[config.mk]
export PLATFORM = sky130hd
export DESIGN_NAME = lsr_ctrl
export DESIGN_NICKNAME = d
export VERILOG_FILES = /design/src/rtl/core/lsr_pkg.sv /design/src/rtl/core/lsr_ctrl.sv
export SDC_FILE = /design/constraint.sdc
export NUM_CORES = 1
export LEC_CHECK = 0
export ABC_AREA = 1
export BUFFER_PORTS_ARGS = -buffer_cell sky130_fd_sc_hd__buf_4
export CAP_MARGIN = 20
export CORE_AREA = 2 2 39 41
export DETAILED_ROUTE_END_ITERATION = 8
export DIE_AREA = 0 0 41 43
export PLACE_DENSITY = 0.34
export SLEW_MARGIN = 20
export SYNTH_ARGS = -nofsm -noshare
export SYNTH_HDL_FRONTEND = slang
export SYNTH_SLANG_ARGS = --single-unit
[constraint.sdc]
create_clock -name aclk -period 0.8 [get_ports aclk]
set_input_delay 0.16 -clock aclk [delete_from_list [all_inputs] [get_ports aclk]]
set_output_delay 0.16 -clock aclk [all_outputs]
set_load 0.02 [all_outputs]
[src/rtl/core/lsr_pkg.sv]
`timescale 1ns / 1ps
`default_nettype none

package lsr_pkg;

    localparam int unsigned SET_IDX_W = 11;
    localparam int unsigned WAY_IDX_W = 4;

    localparam logic OP_QUERY  = 1'b0;
    localparam logic OP_UPDATE = 1'b1;

    // controller to datapath
    typedef struct packed {
        logic capture;   // request taken, row read issued
        logic clr_step;  // write reset row at sweep counter
        logic commit;    // write back updated row or load result
    } lsr_cmd_t;

    // datapath to controller
    typedef struct packed {
        logic clr_last;  // sweep counter at last set
        logic is_query;  // request in flight is a victim query
        logic out_stall; // result register full and not drained
    } lsr_sts_t;

endpackage

`default_nettype wire

[src/rtl/core/lsr_ctrl.sv]
`timescale 1ns / 1ps
`default_nettype none

module lsr_ctrl (
    input  wire logic             aclk,
    input  wire logic             aresetn,
    input  wire logic             s_valid,
    output logic                  s_ready,
    input  wire lsr_pkg::lsr_sts_t sts,
    output lsr_pkg::lsr_cmd_t     cmd
);
    import lsr_pkg::*;

    typedef enum logic [1:0] {
        ST_CLEAR,
        ST_IDLE,
        ST_PROC
    } state_t;

    state_t state_reg;

    always_ff @(posedge aclk) begin
        if (!aresetn) begin
            state_reg <= ST_CLEAR;
        end else begin
            unique case (state_reg)
                ST_CLEAR: begin
                    if (sts.clr_last) begin
                        state_reg <= ST_IDLE;
                    end
                end
                ST_IDLE: begin
                    if (s_valid) begin
                        state_reg <= ST_PROC;
                    end
                end
                ST_PROC: begin
                    if (cmd.commit) begin
                        state_reg <= ST_IDLE;
                    end
                end
                default: begin
                    state_reg <= ST_CLEAR;
                end
            endcase
        end
    end

    assign s_ready      = (state_reg == ST_IDLE);
    assign cmd.capture  = (state_reg == ST_IDLE) && s_valid;
    assign cmd.clr_step = (state_reg == ST_CLEAR);
    // a query waits while the result register holds a victim that is not yet taken
    assign cmd.commit   = (state_reg == ST_PROC) && (!sts.is_query || !sts.out_stall);

`ifndef SYNTHESIS
    a_commit_returns: assert property (@(posedge aclk) disable iff (!aresetn)
        cmd.commit |=> s_ready)
        else $error("commit did not return to idle");

    a_no_clear_after_idle: assert property (@(posedge aclk) disable iff (!aresetn)
        s_ready |=> !cmd.clr_step)
        else $error("clearing pass restarted after idle");
`endif

endmodule

`default_nettype wire

* Word level (Yosys, flattened, before mapping)
Index checks and enable logic that the tools add are counted.
** Operators by class
- $add $sub $neg :: 0
- Multiply operators :: 0
- Divide/modulo/power cells :: 0
- Magnitude comparators :: 0
- Equality and inequality tests :: 5
- Shift-type cells :: 0
- Multiplexer cells :: 4
- Bitwise operators :: 0
- Reductions and logical operators :: 7
** Operators by type and width (number)
- 2-to-1 mux 2 bit :: 3
- != test 2 bit, second input constant :: 3
- case mux 2 bit (3 select lines) :: 1
- AND reduction 3 bit :: 1
- == test 2 x 1 -> 1 bit, second input constant :: 1
- == test 2 bit, second input constant :: 1
- logical AND 1 bit :: 2
- zero test 1 bit :: 2
- zero test 2 bit :: 1
- logical OR 1 bit :: 1
** Storage, ports and cells
- Flip-flop bits (word level) :: 2
- Latch bits :: 0
- Memory bits (writable) :: 0
- Memory bits (read-only) :: 0
- Input bits :: 6
- Output and inout port bits :: 4
- Word-level logic and storage cells :: 17
- Memories kept :: 0

* Logic depth before layout (Yosys ltp)
- Depth after elaboration :: 5
- Gate-level depth with buffers :: 5

* Least setup slack after synthesis
OpenSTA, ideal clock, no wires.
- Kind :: register -> output
- Start :: register state_reg[1]
- End :: output port cmd[0] (netlist name)
- Data arrival time :: 0.882 ns
- Slack :: -0.242 ns
- Stages on the path, launching flop included :: 3
- Buffers on the path :: 0
- Path through :: dfxtp_1 -> inv_1 -> nor3_1
** RTL lines
- start: declaration :: RTL line lsr_ctrl.sv:20 : state_t state_reg;
- start signal: assignment :: RTL line lsr_ctrl.sv:24 : state_reg <= ST_CLEAR;
- start signal: assignment :: RTL line lsr_ctrl.sv:29 : state_reg <= ST_IDLE;
- start signal: assignment :: RTL line lsr_ctrl.sv:34 : state_reg <= ST_PROC;
- end: declaration :: RTL line lsr_ctrl.sv:10 : output lsr_pkg::lsr_cmd_t cmd

==> impl_results.md <==
* Crit Path Class: register to output port
* Wire length per cell at 7.50 um
* Gr usage total at 0.0581
* Max Cap Viol at 0
* Num Clock Sinks at 2
* Worst-Skew Late Latency at 0.22 ns
* H-tree Lvls at 1
* Worst Path Required at 0.64 ns
* Gate Count Post-Synth at 21
* Initial antenna violation count at 0
* Buf/Inv on CP at 1
* Die Ht at 43 um
* Crit. End Element: output port
* Worst Hold Path EP: state_reg[1]
* Starting density of the core at 0.0886
* Clock period minus worst slack at 1.06 ns
* Crit Path Max Fanout at 6
* Async S/R FF share, synth at 0
* Critical R2R Capture: state_reg[1]
* Power Density at 1560 nW/um2
* Vias at 171
* Biggest area consumer among synthesized cells: dfxtp_1
* Seq/Total Area, Yosys at 0.327
* Gpl congestion at 0.607
* Hold Buf Count CTS at 0
* Fin nets at 44
* Yosys warns at 0
* Die outline area at 1760 um2
* CP peak stage delay at 0.36 ns
* Crit path DAT at 0.90 ns
* Slew @ Worst Pin at 0.133 ns
* TritonCTS Buffers at 3
* CP Launch Point: state_reg[0]
* P_leak at 0.162 nW
* Power, Total at 0.000478 W
* Fmax at 941 MHz
* Final hold viol count at 0
* R2R cell count at 4
* Clock skew at 0.00120 ns
* Yosys reg bits at 2
* Setup crit start kind: register
* Deepest clock path buffer count at 2
* Post-route ant nets at 0
* Largest net degree at the start of global routing at 7
* Setup TNS at -0.998 ns
* Diodes inserted at 0
* Vias in the first global route at 168
* Core Footprint at 1380 um2
* WP depth at 2
* Mean Syn Cell Area at 5.84 um2
* Drt via density at 3.29
* Top cell type's share of synthesized area at 0.327
* Layout cell share with drive strength beyond 1 at 0.667
* Hold WC Path Type: input port to register
* Delay-heaviest family, CP: flip-flops
* Root Driver: clkbuf_4
* Die X-Extent at 41 um
* Relative slew slack at 0.910
* Row count at 14
* Layout area overhead at 149%
* CTS tree: done
* Max reg flops at 2
* Drt first pass iters at 2
* IO buf count at 9
* R2r setup slk at -0.03 ns
* Synth area leaders: dfxtp_1 (33%), inv_1 (18%), nand2_1 (18%)
* Worst hold stages at 3
* Outcome: finished, violations left
* Top_reg_cell synth: dfxtp_1
* # IOs at 10
* Post-Synthesis Cell Area at 123 um2
* Hold Startpoint: aresetn
* Fin crit share at 1.33
* Max-slew violations at 0
* Worst-path clk slew at 0.03 ns
* Fin worst setup slack at -0.263 ns
* Global-route wire length before repair at 593 um
* Global route overflow at 0
* CP max stage cell: dfxtp_4
* Residual DRC count at 0
* Top cells by count, synth: inv_1 (6), nand2_1 (6), dfxtp_1 (2), nor2_1 (2)
* Post-synth EDFFs at 0
* Failing checks: negative setup slack
* DR iter-0 viols at 2
* Post-CTS Setup Repair Bufs at 0
* Final wirelength at 390 um
* Crit-path cells: nor3_4, buf_6
* Net Count, Synth at 27
* VDD IR max at 0.481 mV
* Final setup vio count at 6
* FF-to-FF Start: state_reg[1]
* Synth cell types at 9
* Unrepaired setup endpoints after global routing: true
* Hpwl dp at 295 um
==> through the flow <==
| stage | setup slack (ns) | hold slack [ns] | utilization | std cells | cell area [um2] |
|---|---|---|---|---|---|
| floorplan | -0.000646 | 0.274 | - | 21 | 144 |
| global placement | -0.0667 | 0.401 | 0.184 | 49 | 254 |
| detailed placement | -0.0857 | 0.408 | 0.184 | 49 | 254 |
| CTS | -0.281 | 0.170 | 0.221 | 52 | 305 |
| global route | -0.319 | 0.177 | 0.221 | 52 | 305 |
| finish | -0.263 | 0.185 | 0.221 | 52 | 305 |
==> tightest hold or removal path, cell delays in order <==
cell and delay, ns:
buf_4 0.11, inv_1 0.06, a21oi_2 0.03
==> layout make-up <==
type | instances | area [um2]
clock buffers | 3 | 22.5
well taps | 16 | 20.0
inverters | 6 | 25.0
multi-input cells | 13 | 83.8
fillers | 163 | 1080
flip-flops and latches | 2 | 45.0
repair buffers | 12 | 109
==> worst max-delay path by stage <==
stage	endpoint
after floorplan	cmd[2]
after global placement	cmd[2]
after detailed placement	state_reg[1]
after CTS	cmd[0]
after global routing	cmd[0]
final	cmd[0]
==> what timing repair did <==
action | in CTS | in global routing
pin swaps | 3 | 0
endpoints found under the setup margin | 5 | 6
resized for setup | 8 | 0
==> cells in the final DEF, fill, tap and decap left out <==
cell	synthesis	layout
dfxtp_2	0	1
buf_4	0	7
o21ai_0	1	1
nor2_1	2	1
a21oi_2	1	1
nand2_1	6	6
nand3_2	0	1
dfxtp_4	0	1
buf_6	0	5
clkbuf_4	0	3
nor2_2	1	1
inv_4	0	1
inv_2	0	1
nor2_4	0	1
nor3_4	0	1
inv_1	6	4
==> kinds of logic (layout without fill, tap and decap cells) <==
| kind of cell | count (synthesis) | in the layout | share of synthesized area |
|---|---|---|---|
| simple gates | 11 | 11 | 0.378 |
| buf+inv | 6 | 21 | 0.184 |
| compound gates | 2 | 2 | 0.112 |
| flops | 2 | 2 | 0.327 |
==> routing by layer <==
metal | vias to the layer above | track usage | part of all wire | wire length (um)
met3 | 0 | 0.0314 | 0.069 | 27
li1 | 92 | - | - | -
met2 | 6 | 0.0656 | 0.53 | 207
met1 | 73 | 0.0605 | 0.40 | 155
met4 | 0 | 0.0800 | 0 | 0
met5 | - | 0 | 0 | 0
==> power breakdown <==
group | leakage, nW | switching [W] | internal, W
logic | 0.131 | 0.0000630 | 0.0000736
registers | 0.0175 | 0.0000159 | 0.000109
clock network | 0.0138 | 0.0000514 | 0.000165
No activity file was read; power rests on OpenSTA's default activity.
